--- config.mk ---
export PLATFORM = sky130hd
export DESIGN_NAME = tgr_fifo
export DESIGN_NICKNAME = d
export VERILOG_FILES = /design/src/sv/tgr_pkg.sv /design/src/sv/tgr_fifo.sv
export SDC_FILE = /design/constraint.sdc
export NUM_CORES = 1
export LEC_CHECK = 0
export BUFFER_PORTS_ARGS = -buffer_cell sky130_fd_sc_hd__buf_2
export CAP_MARGIN = 40
export CELL_PAD_IN_SITES_DETAIL_PLACEMENT = 0
export CELL_PAD_IN_SITES_GLOBAL_PLACEMENT = 2
export CORE_MARGIN = 1.5
export CORE_UTILIZATION = 42
export DETAILED_ROUTE_END_ITERATION = 6
export PLACE_DENSITY = 0.93
export REMOVE_ABC_BUFFERS = 1
export SYNTH_ARGS = -nofsm -noshare
export SYNTH_HDL_FRONTEND = slang
export SYNTH_SLANG_ARGS = --single-unit
--- constraint.sdc ---
create_clock -name i_clk -period 37.6 [get_ports i_clk]
set_clock_uncertainty 0.05 [all_clocks]
set_input_delay 7.52 -clock i_clk [delete_from_list [all_inputs] [get_ports i_clk]]
set_output_delay 7.52 -clock i_clk [all_outputs]
set_load 0.01 [all_outputs]
--- src/sv/tgr_pkg.sv ---
// ----------------------------------------------------------------------------
// tgr_pkg
// Shared types, register indexes and helpers for the trilinear grid resampler.
// ----------------------------------------------------------------------------
`default_nettype none

package tgr_pkg;

    localparam logic [2:0] REG_X_SCALE    = 3'd0;
    localparam logic [2:0] REG_X_OFFSET   = 3'd1;
    localparam logic [2:0] REG_Y_SCALE    = 3'd2;
    localparam logic [2:0] REG_Y_OFFSET   = 3'd3;
    localparam logic [2:0] REG_Z_SCALE    = 3'd4;
    localparam logic [2:0] REG_Z_OFFSET   = 3'd5;
    localparam logic [2:0] REG_SRC_YCOUNT = 3'd6;
    localparam logic [2:0] REG_SRC_ZCOUNT = 3'd7;

    localparam int QDEPTH = 2;
    localparam int IDX_W  = 22;     // integer part of a nonnegative coordinate, plus ceil

    typedef logic signed [31:0] t_sample;

    typedef struct packed {
        logic [23:0]        x_scale;
        logic signed [31:0] x_offset;
        logic [23:0]        y_scale;
        logic signed [31:0] y_offset;
        logic [23:0]        z_scale;
        logic signed [31:0] z_offset;
        logic [12:0]        src_ycount;
        logic [10:0]        src_zcount;
    } t_cfg;

    typedef struct packed {
        logic [IDX_W-1:0] lo;
        logic [IDX_W-1:0] hi;
        logic [15:0]      fr;
        logic             neg;
    } t_axis;

    typedef struct packed {
        logic        mode;
        logic [13:0] load_addr;
        t_sample     load_value;
        t_axis       ax;
        t_axis       ay;
        t_axis       az;
        logic        err;
    } t_item;

    // Split a Q16 source coordinate (scale * index + offset) into floor, ceil, fraction.
    function automatic t_axis axis_split(input logic [35:0] prod,
                                         input logic signed [31:0] offset);
        logic signed [37:0] c;
        t_axis a;
        c = $signed({2'b00, prod}) + 38'(offset);
        a.neg = c[37];
        if (c[37]) begin
            a.lo = '0;
            a.hi = '0;
            a.fr = '0;
        end else begin
            a.lo = c[37:16];
            a.fr = c[15:0];
            a.hi = c[37:16] + IDX_W'(|c[15:0]);
        end
        return a;
    endfunction

endpackage

`default_nettype wire

--- src/sv/tgr_fifo.sv ---
// ----------------------------------------------------------------------------
// tgr_fifo
// Short item queue between the classifying front end and the blending back end.
// ----------------------------------------------------------------------------
`default_nettype none

module tgr_fifo (
    input  wire logic          i_clk,
    input  wire logic          i_rst_n,
    input  wire logic          i_push,
    input  wire tgr_pkg::t_item i_data,
    input  wire logic          i_pop,
    output tgr_pkg::t_item     o_data,
    output logic               o_full,
    output logic               o_empty
);
    localparam int PW = (tgr_pkg::QDEPTH > 1) ? $clog2(tgr_pkg::QDEPTH) : 1;
    localparam int CW = $clog2(tgr_pkg::QDEPTH + 1);

    tgr_pkg::t_item r_mem [tgr_pkg::QDEPTH];
    logic [PW-1:0] r_wp, r_rp;
    logic [CW-1:0] r_cnt;

    function automatic logic [PW-1:0] next_ptr(input logic [PW-1:0] p);
        return (p == PW'(tgr_pkg::QDEPTH - 1)) ? '0 : p + 1'b1;
    endfunction

    assign o_full  = (r_cnt == CW'(tgr_pkg::QDEPTH));
    assign o_empty = (r_cnt == '0);
    assign o_data  = r_mem[r_rp];

    always_ff @(posedge i_clk) begin
        if (i_push) begin
            r_mem[r_wp] <= i_data;
        end
    end

    always_ff @(posedge i_clk) begin
        if (!i_rst_n) begin
            r_wp  <= '0;
            r_rp  <= '0;
            r_cnt <= '0;
        end else begin
            if (i_push) begin
                r_wp <= next_ptr(r_wp);
            end
            if (i_pop) begin
                r_rp <= next_ptr(r_rp);
            end
            r_cnt <= r_cnt + CW'(i_push) - CW'(i_pop);
        end
    end

endmodule

`default_nettype wire

Yosys cells after proc, flatten, opt, wreduce, memory -nomap -nowiden
Memories as Yosys holds them, arrays and structs flattened. A register that Yosys moved wholly into a read port is not among the register bits.
Cells that the tools add are included.

storage, ports and cells
  RAM bits = 462
  input bits = 235
  output and inout port bits = 233
  logic and storage cells = 16
  memories = 1
  register bits = 4

memories
  memory  words  width  read ports  clocked after Yosys merged registers in  write ports  line            RTL
  r_mem   2      231    1           1                                        1            tgr_fifo.sv:20  tgr_pkg::t_item r_mem [tgr_pkg::QDEPTH];

cells by class
  reduce and logical (&&, ||, !) cells = 1
  multiplexer cells = 6
  add/subtract/negate cells = 4
  equality and inequality tests = 1

operators by type and width
  cell                   number
  $mux W1                6
  $add A1 B1 Y1 const B  2
  $add A2 B1 Y2          1
  $eq A2 B2 Y1 const B   1
  $logic_not A2 Y1       1
  $sub A2 B1 Y2          1

Depth between registers and ports, before layout
  word-level depth = 4
  gate-level depth with buffers = 6
  gate-level depth less buffers = 6

Least setup slack after synthesis
Ideal clock, no wire load.

  path type = in2reg
  from = input i_push
  to = register r_wp
  required time = 37.445 ns
  stages = 2
  arrival = 18.280 ns
  path slack = 19.165 ns
  buffers on the path = 0
  path through = nor2b_1 -> o21a_1

RTL lines
  element               line            RTL
  start, declared       tgr_fifo.sv:10  input wire logic i_push,
  end signal, assigned  tgr_fifo.sv:45  r_wp <= next_ptr(r_wp);
  end, declared         tgr_fifo.sv:21  logic [PW-1:0] r_wp, r_rp;

==> metrics <==
die height=208 microns; switching pwr=265 uW; CTS tree=yes; Initial Util=42.5%; proportion of layout cells with a drive suffix above 1=61.2%; yosys warns=0; Clock Power Share=39.3%; Synth Flop Type=edfxtp_1; final setup TNS=0 ns; crit start category=flop; XOR/XNOR Fraction of Synth Area=0.176%; Compound-Gate Fraction of Synth Area=0.0423%; Synth top area share=78.3%; Comb pwr share=11.0%; Slew @ Worst Pin=1.03 ns; worst hold path type=flop to flop; main area contributors after synthesis=edfxtp_1 78%, mux2_4 16%, mux2_2 2.6%; via count=8621; gpl congestion=0.741; largest net degree at the start of global routing=165; worst r2r src=r_wp; worst slew margin relative to its limit=31.1%; smallest hold slack=0.526 ns; largest family of logic cells by synthesized area=multiplexers; Worst Hold Path Cells=2; number of flops mapped to enable cells by yosys=462; core area=41800 sq um; mux contribution to synthesized area=18.7%; crit-path max FO=128; Hold Vio Cnt, Final=0; crit path kind=flop to output port; synth unique cells=16; post-synthesis sequential area ratio=78.8%; GR Util All Layers=16.1%; nets=1480; Post-Syn Instances=740; pwr dens=55.1 nW/um^2; number of global-route vias before repair=8961; drt pass-1 iters=4; GRT overflow=0; cts hold-fix bufs=0; Slowest-stage cell, CP=buf_12; Synth Area in Adders=0.141%; Simple-Gate Fraction of Synth Area=0.304%; H-tree lvl count=2; overall die area=43400 sq um; I/O Buffers=467; Async S/R FF share, synth=0%; Clock Sinks=467; sw frac=21.6%; Rows=75; initial antenna violation count=11; most frequent cell after synthesis=edfxtp_1; Final Slew Violations=0; Final Power=1.23 mW; Setup Buffers After CTS=0; drt drc=0; critical path endpoint category=output port; Placed Cells=1731; Non-Filler Instances=1827; CP Cell Sequence=buf_4, buf_12, mux2_2, buf_2; synthesized flop and latch total=467; Synth Area per Inst=24.0 sq um; min cycle time layout=10.68 ns; # resized after CTS=0; WL per Instance=19.7 microns; register share of total power=49.8%; internal cell power=961 uW; R2R depth=3; CTS max path bufs=3; Netlist Area Pre-Place=17700 sq um; VDD IR max=36.3 uV; I/O Pins=468; Worst-Skew Late Latency=0.55 ns; crit-path max cell delay=0.66 ns; period utilization=28.4%; RSZ-0062 raised after global routing=no; routed wire length=36000 microns; area leader, netlist=edfxtp_1; Synth-to-Final Area Change=25.6%; DR iter-0 viols=392; CTS clk-pin slew, worst paths=0.05 ns; LEAKAGE=8.75 nW; vias per cell=4.72; Crit path required time=30.03 ns; run status=finished, final reports clean; maximum operating frequency=93.7 MHz; top cell types by occurrence after synthesis=462 x edfxtp_1, 190 x mux2_4, 41 x mux2_2; first-pass GRT wire length=52600 microns; post-DP HPWL=24500 microns; Final Setup Violations=0; die width=208 microns; total of max-cap violations=0; crit path DAT=3.11 ns; CTS root buf=clkbuf_16; Final ANT Viol Nets=0; Num CTS Buffers=49; hold path start=r_rp
[power groups by stage]
stage | registers (mW) | clock network (mW) | logic (mW)
2_1_floorplan | 0.636 | 0 | 0.0943
3_3_place_gp | 0.622 | 0 | 0.131
3_5_place_dp | 0.622 | 0 | 0.136
4_1_cts | 0.611 | 0.497 | 0.137
5_1_grt | 0.612 | 0.516 | 0.144
6_report | 0.610 | 0.482 | 0.135
[critical path, delay by kind of cell, from the launching register on]
family	cells	cell delay [ns]
buffers and inverters	3	1.24
flip-flops	1	0.64
multiplexers	1	0.43
[cell usage in the layout (no fill, tap or decap)]
| cell type | count |
|---|---|
| nor2_1 | 1 |
| and2_4 | 1 |
| clkbuf_1 | 9 |
| diode_2 | 6 |
| mux2_4 | 190 |
| inv_8 | 1 |
| mux2_2 | 41 |
| buf_2 | 467 |
| clkbuf_16 | 51 |
| inv_1 | 2 |
| buf_12 | 5 |
| edfxtp_1 | 462 |
| and2_1 | 3 |
| clkinv_2 | 10 |
| nor2b_1 | 3 |
| dfxtp_1 | 4 |
| o21a_1 | 1 |
| buf_4 | 4 |
| xor2_1 | 1 |
| clkinvlp_4 | 1 |
| clkinv_1 | 8 |
| buf_16 | 2 |
| xnor3_1 | 1 |
| nor2b_4 | 1 |
| ha_1 | 2 |
| dfxtp_4 | 1 |
| bufinv_16 | 6 |
| inv_6 | 4 |
[registers in the layout, indices dropped and copies added (netlist names), named ones only]
signal / flops
r_mem: 462
r_cnt: 2
r_wp: 1
r_rp: 1
[worst paths after layout]
kind,end,slack (ns)
hold reg to reg,flop,0.53
setup / recovery,o_data[28],26.92
setup reg to reg,r_mem[0][129],35.32
hold / removal,flop,0.53
[kinds of logic after synthesis]
logic type | Yosys count
flops | 467
simple gates | 9
mux | 231
buf+inv | 28
fa+ha+maj | 2
xor+xnor | 2
compound gates | 1
[area by class of cell]
cell class                      count  area, sq um
Antenna cell                        6         15.0
Multi-Input combinational cell    245         3440
Fill cell                        3275        19500
Inverter                            2         7.51
Sequential cell                   467        14000
Clock buffer                       60         1310
Tap cell                          539          674
Clock inverter                     30          314
Timing Repair Buffer              478         2520
[per-layer routing]
| layer | track usage, % | share of wire [%] | vias up |
|---|---|---|---|
| met2 | 27.7 | 51 | 321 |
| met3 | 6.66 | 8.8 | 60 |
| met5 | 0 | 0.25 | - |
| met1 | 18.5 | 38 | 4242 |
| met4 | 4.51 | 1.9 | 14 |
| li1 | - | - | 3984 |
[stage by stage]
step / utilization [%] / setup WS [ns] / cell area (sq um)
after floorplan: - / 19.16 / 17400
after global placement: 49.1 / 26.74 / 20500
after detailed placement: 49.4 / 27.51 / 20600
after CTS: 53.3 / 26.90 / 22200
after global routing: 53.3 / 26.77 / 22300
final: 53.3 / 26.92 / 22300
No activity file was read; power rests on OpenSTA's default activity.
