`src/sv/tgr_pkg.sv`:
```
// ----------------------------------------------------------------------------
// tgr_pkg
// Shared types, register indexes and helpers for the trilinear grid resampler.
// ----------------------------------------------------------------------------
`default_nettype none

package tgr_pkg;

    localparam logic [2:0] REG_X_SCALE    = 3'd0;
    localparam logic [2:0] REG_X_OFFSET   = 3'd1;
    localparam logic [2:0] REG_Y_SCALE    = 3'd2;
    localparam logic [2:0] REG_Y_OFFSET   = 3'd3;
    localparam logic [2:0] REG_Z_SCALE    = 3'd4;
    localparam logic [2:0] REG_Z_OFFSET   = 3'd5;
    localparam logic [2:0] REG_SRC_YCOUNT = 3'd6;
    localparam logic [2:0] REG_SRC_ZCOUNT = 3'd7;

    localparam int QDEPTH = 2;
    localparam int IDX_W  = 22;     // integer part of a nonnegative coordinate, plus ceil

    typedef logic signed [31:0] t_sample;

    typedef struct packed {
        logic [23:0]        x_scale;
        logic signed [31:0] x_offset;
        logic [23:0]        y_scale;
        logic signed [31:0] y_offset;
        logic [23:0]        z_scale;
        logic signed [31:0] z_offset;
        logic [12:0]        src_ycount;
        logic [10:0]        src_zcount;
    } t_cfg;

    typedef struct packed {
        logic [IDX_W-1:0] lo;
        logic [IDX_W-1:0] hi;
        logic [15:0]      fr;
        logic             neg;
    } t_axis;

    typedef struct packed {
        logic        mode;
        logic [13:0] load_addr;
        t_sample     load_value;
        t_axis       ax;
        t_axis       ay;
        t_axis       az;
        logic        err;
    } t_item;

    // Split a Q16 source coordinate (scale * index + offset) into floor, ceil, fraction.
    function automatic t_axis axis_split(input logic [35:0] prod,
                                         input logic signed [31:0] offset);
        logic signed [37:0] c;
        t_axis a;
        c = $signed({2'b00, prod}) + 38'(offset);
        a.neg = c[37];
        if (c[37]) begin
            a.lo = '0;
            a.hi = '0;
            a.fr = '0;
        end else begin
            a.lo = c[37:16];
            a.fr = c[15:0];
            a.hi = c[37:16] + IDX_W'(|c[15:0]);
        end
        return a;
    endfunction

endpackage

`default_nettype wire

```
`src/sv/tgr_front.sv`:
```
// ----------------------------------------------------------------------------
// tgr_front
// Accepts items, scales target indices to source coordinates and classifies them.
// ----------------------------------------------------------------------------
`default_nettype none

module tgr_front (
    input  wire logic          i_clk,
    input  wire logic          i_rst_n,
    input  wire logic          i_accept,
    input  wire logic          i_mode,
    input  wire logic [13:0]   i_load_addr,
    input  wire logic [31:0]   i_load_value,
    input  wire logic [11:0]   i_tgt_i,
    input  wire logic [11:0]   i_tgt_j,
    input  wire logic [9:0]    i_tgt_k,
    input  wire tgr_pkg::t_cfg i_cfg,
    input  wire logic          i_full,
    output logic               o_push,
    output tgr_pkg::t_item     o_item,
    output logic               o_busy
);
    logic          r_valid;
    logic          r_mode;
    logic [13:0]   r_addr;
    logic [31:0]   r_value;
    logic [35:0]   r_px, r_py, r_pz;
    tgr_pkg::t_axis w_ax, w_ay, w_az;

    assign o_busy = r_valid;
    assign o_push = r_valid && !i_full;

    always_comb begin
        w_ax = tgr_pkg::axis_split(r_px, i_cfg.x_offset);
        w_ay = tgr_pkg::axis_split(r_py, i_cfg.y_offset);
        w_az = tgr_pkg::axis_split(r_pz, i_cfg.z_offset);
        o_item.mode       = r_mode;
        o_item.load_addr  = r_addr;
        o_item.load_value = r_value;
        o_item.ax         = w_ax;
        o_item.ay         = w_ay;
        o_item.az         = w_az;
        o_item.err        = w_ax.neg | w_ay.neg | w_az.neg;
    end

    always_ff @(posedge i_clk) begin
        if (i_accept) begin
            r_mode  <= i_mode;
            r_addr  <= i_load_addr;
            r_value <= i_load_value;
            r_px    <= 36'(i_cfg.x_scale) * 36'(i_tgt_i);
            r_py    <= 36'(i_cfg.y_scale) * 36'(i_tgt_j);
            r_pz    <= 36'(i_cfg.z_scale) * 36'(i_tgt_k);
        end
    end

    always_ff @(posedge i_clk) begin
        if (!i_rst_n) begin
            r_valid <= 1'b0;
        end else if (i_accept) begin
            r_valid <= 1'b1;
        end else if (o_push) begin
            r_valid <= 1'b0;
        end
    end

endmodule

`default_nettype wire

```
`config.mk`:
```
export PLATFORM = sky130hd
export DESIGN_NAME = tgr_front
export DESIGN_NICKNAME = d
export VERILOG_FILES = /design/src/sv/tgr_pkg.sv /design/src/sv/tgr_front.sv
export SDC_FILE = /design/constraint.sdc
export NUM_CORES = 2
export LEC_CHECK = 0
export BUFFER_PORTS_ARGS = -buffer_cell sky130_fd_sc_hd__buf_2
export CAP_MARGIN = 20
export CORE_ASPECT_RATIO = 1.1
export CORE_MARGIN = 4
export CORE_UTILIZATION = 41
export CTS_BUF_LIST = sky130_fd_sc_hd__clkbuf_8 sky130_fd_sc_hd__clkbuf_16
export DETAILED_ROUTE_END_ITERATION = 8
export SYNTH_ARGS = -nofsm -noshare
export SYNTH_HDL_FRONTEND = slang
export SYNTH_SLANG_ARGS = --single-unit
export TNS_END_PERCENT = 30
```
`constraint.sdc`:
```
create_clock -name i_clk -period 9.2 [get_ports i_clk]
set_input_delay 0.92 -clock i_clk [delete_from_list [all_inputs] [get_ports i_clk]]
set_output_delay 0.92 -clock i_clk [all_outputs]
set_load 0.05 [all_outputs]
```
== Yosys cells after proc, flatten, opt, wreduce, memory -nomap -nowiden ==
Index checks and enable logic that the tools add are counted.

* Flip-flop bits (word level): 154
* Output and inout bits: 233
* Word-level logic and storage cells: 29
* Input bits: 277

* Reductions and logical operators: 6
* Multipliers: 3
* Mux-type cells: 5
* Add/subtract/negate cells: 6
* Bitwise gates (word level): 2

{| class="wikitable"
|+ Operator list
! operator !! number
|-
| $mux W59 || 3
|-
| $add A37 B32 Y38 || 2
|-
| $mul A24 B12 Y36 || 2
|-
| $reduce_or A16 Y1 || 3
|-
| $add A22 B1 Y22 || 2
|-
| $add A35 B32 Y36 || 1
|-
| $mul A24 B10 Y34 || 1
|-
| $add A20 B2 Y21 || 1
|-
| $mux W1 || 2
|-
| $or A1 B1 Y1 || 2
|-
| $reduce_bool A2 Y1 || 1
|-
| $logic_and A1 B1 Y1 || 1
|-
| $logic_not A1 Y1 || 1
|}

== Depth between registers and ports, before layout ==
* Depth after elaboration: 4
* Gate-level depth with buffers: 24

== Worst setup path after synthesis ==
Ideal clock, no wire load.

* Kind: input to register
* Start point: in i_tgt_j[3]
* End point: reg r_py[33] (data pin)
* Path slack: 2.368 ns
* Arrival time: 6.570 ns
* Library setup time: 0.263 ns
* Buffers on the path: 1
* Stages on the path: 22
* Path through: clkbuf_1 nand2_1 fa_1 fa_1 fa_1 inv_1 fa_1 inv_1 fa_1 inv_1 ha_1 a21o_1 a21o_1 a21o_1 or4b_2 nand4_1 a211oi_1 o2111a_1 o311a_1 nor3_1 nor2_1 xor2_1

* Cells in the longest elaborated chain, start to end: 1

{| class="wikitable"
|+ Ends and longest elaborated chain
! what !! RTL line !! source
|-
| from (decl) || tgr_front.sv:15 || <nowiki>input wire logic [11:0] i_tgt_j,</nowiki>
|-
| $mul A24 B12 Y36 || tgr_front.sv:52 || <nowiki>r_py <= 36'(i_cfg.y_scale) * 36'(i_tgt_j);</nowiki>
|-
| to (signal assigned) || tgr_front.sv:52 ||
|-
| to (decl) || tgr_front.sv:27 || <nowiki>logic [35:0] r_px, r_py, r_pz;</nowiki>
|}

No other way between the ends.
A chain may end at the register's enable or synchronous reset.

==> metrics <==
fillers=9283; launch instance of the worst register-to-register path=o_busy$_SDFFE_PN0P_; Post-Place Cell Area=41500 um2; worst slack, placed=1770 ps; first-pass GRT wire length=175000 um; max-cap violations=0; number of cells traversed by the worst register-to-register path=2; setup slack of the critical path after layout=1890 ps; IO Pins=510; total length of routed wires=109000 um; detailed-placement wirelength estimate=89400 um; height of the die=328 um; outcome=completed; final hold vios=0; count of routing violations after the opening detailed-route iteration=1628; cell area after synthesis=38200 um2; initial cell density of the core=41.2%; global-route congestion overflow total=0; number of enable-type register cells in the synthesized netlist=153; final non-filler cell total=6042; core outline area=92500 um2; CP Cell Sequence=buf_2, ha_1, fa_1, a21oi_1, o22ai_1, o41ai_1, a21oi_1, xnor2_1, nand4_1, nor4_1, nand3_1, ha_1, ha_1, inv_1, nor4b_1, nand3_1, nor4_1, nand3_1, xnor2_1, nor2_1, buf_2; H-Tree Level Count=4; detailed-routing iteration count for the pre-antenna-repair pass=5; count of input and output buffers=478; vias per inst=5.19; setup skew after layout=0 ps; cts bufs inserted=17; CTS tree=yes; area taken by flip-flops and latches=4610 um2; fraction of final layout cells sized beyond drive strength 1=11.8%; arithmetic-cell share of the synthesized area counting full adders, half adders and majority gates=43.3%; antenna violation net count after detailed routing=0; worst hold endpoint=o_busy$_SDFFE_PN0P_; Data arrival, critical path=6390 ps; setup total negative slack=0 ps; CP peak stage delay=690 ps; top post-synthesis cells by area=sky130_fd_sc_hd__fa_1, sky130_fd_sc_hd__edfxtp_1, sky130_fd_sc_hd__ha_1, sky130_fd_sc_hd__inv_1, sky130_fd_sc_hd__nand2_1; Post-Synth Simple-Gate Area=20.0%; headroom to the max-slew limit=26.7%; Std-Cell Rows=117; number of instances in the synthesized netlist=4448; shortest period the worst path allows=7310 ps; cell total after placement=5993; count of cells along the worst hold path=2; critical-path cell with the highest stage delay=sky130_fd_sc_hd__nor4b_1; insertion delay of the later-clocked pin in the worst-skew pair=490 ps; global router's overall resource usage=22.4%; number of buffers added for setup after CTS=0; share of cell area taken by muxes after synthesis=0.216%; Worst Tran Pin Value=1090 ps; buffers plus inverters on the worst setup path=3; complex-gate fraction of the synthesized area=10.3%; CTS Sinks=154; cell with the most instances after synthesis=sky130_fd_sc_hd__inv_1; maximum number of pins on one net before global-route repair=94; layout-stage area growth over the synthesis result=10.2%; Crit Path Category=input port to output pin; dominant combinational cell family by area after synthesis=adder cells; routability congestion estimate from global placement=0.935; capture instance of the worst register-to-register path=o_busy$_SDFFE_PN0P_; startpoint of the lowest-slack hold path=o_busy$_SDFFE_PN0P_; clock buffer depth=2; buffer cell driving the clock tree root=sky130_fd_sc_hd__clkbuf_16; Hold/Removal Path Class=flip-flop to flip-flop; sequential cell area fraction in the yosys report=12.1%; XOR/XNOR share of the synthesized area=4.66%; max-slew violations=0; RSZ-0062 raised after global routing=false; via count of the first global-routing pass=32300; category of cells accounting for the largest share of critical-path delay=simple AND/OR/NAND/NOR gates; Setup-failing EPs final=0; CTS Hold Buffers Added=0; mean post-synth cell area=8.58 um2; Syn. warnings=0; Total Die Area=98000 um2; total number of nets in the final design=5989; multi-input combinational cell area=30000 um2; CTS clk-pin slew, worst paths=70 ps; quantity of gates resized following cts=0; number of library cell types mapped by synthesis=88; highest clock frequency the design can meet=0.137 GHz; final clock period utilization by the worst path=79.4%; post-synthesis cell type with the largest combined area=sky130_fd_sc_hd__fa_1; final cell area excluding filler cells=42100 um2; wire per inst=18.0 um; via count=31300; Die W=299 um; worst-case register-to-register setup slack=8590 ps; kind of capture point of the worst setup path=output pin; top cells by count, synth=sky130_fd_sc_hd__inv_1, sky130_fd_sc_hd__nand2_1, sky130_fd_sc_hd__fa_1; Req. time, crit path=8280 ps; flip-flop and latch count after synthesis=154; portion of synthesized cell area occupied by the leading cell type=32.4%; prevailing post-synth register cell=sky130_fd_sc_hd__edfxtp_1; share of synthesized registers carrying an async set or reset=0%; final routed DRC violation total=0; largest fanout on the critical path=5; antenna violations before repair=28; startpoint types=input port
[placed cells by master, fill, tap and decap left out, types with 76 or more instances in the layout]
master / count
sky130_fd_sc_hd__buf_2: 477
sky130_fd_sc_hd__a21o_1: 91
sky130_fd_sc_hd__and2_1: 290
sky130_fd_sc_hd__edfxtp_1: 153
sky130_fd_sc_hd__inv_1: 752
sky130_fd_sc_hd__a21oi_1: 192
sky130_fd_sc_hd__ha_1: 332
sky130_fd_sc_hd__fa_1: 617
sky130_fd_sc_hd__xnor2_1: 125
sky130_fd_sc_hd__xor2_1: 76
sky130_fd_sc_hd__nor2_1: 245
sky130_fd_sc_hd__o21ai_0: 78
sky130_fd_sc_hd__nand2_1: 661
[stage by stage]
stage,utilization [%],hold WS (ps)
global placement,44.8,505
detailed placement,44.8,523
global route,45.4,549
finish,45.5,533
floorplan,-,746
CTS,45.4,532
[area by class of cell]
class,count,share of cell area (%)
antenna,19,0.113
clock buffer,17,1.01
clock inverter,13,0.289
inverter,751,6.70
multi-input combinational,3352,71.3
sequential,154,11.0
tap,1249,3.72
timing repair buffer,487,5.86
[metal layers]
metal,vias up,routed length (um),part of all wire [%],track usage [%]
met1,15500,45700,42,28.1
met4,14,3150,2.9,7.42
met3,160,6510,6.0,4.20
met5,-,84,0.077,0
li1,14800,-,-,-
met2,874,53600,49,39.1
[sequential cells by signal, summed over array words and instances, names as in the netlist]
signal,count
r_addr,14
r_px,36
r_value,32
r_mode,1
r_pz,34
o_busy,1
r_py,36
[worst register-to-register path, cell delays in order, from the launching register on]
cell and delay, ps:
sky130_fd_sc_hd__dfxtp_1 320, sky130_fd_sc_hd__a21oi_1 120, sky130_fd_sc_hd__nor2b_1 70
[kinds of logic (layout without fill, tap and decap cells)]
kind of cell             count (synthesis)  in the layout
other                                    1             26
XOR/XNOR                               203            203
flip-flops                             154            154
adder cells (fa/ha/maj)                949            949
AO/OA/AOI/OAI                          597            597
buffers and inverters                  948           1268
AND/OR/NAND/NOR                       1588           1588
multiplexers                             8              8
[worst max-delay path by stage]
stage          startpoint            endpoint  slack, ps  cells past startpoint
6_report       i_cfg[136]         o_item[158]       1890                     21
3_3_place_gp   i_tgt_j[4]  r_py[33]$_DFFE_PP_       1790                     22
2_1_floorplan  i_tgt_j[3]  r_py[33]$_DFFE_PP_       2370                     22
3_5_place_dp   i_tgt_j[4]  r_py[33]$_DFFE_PP_       1770                     22
5_1_grt        i_cfg[136]         o_item[158]       1500                     21
4_1_cts        i_cfg[136]         o_item[158]       2020                     21
Power is left out: the tool's default activity adds up to more than one toggle a clock period on the data nets, which glitch-free logic cannot reach.
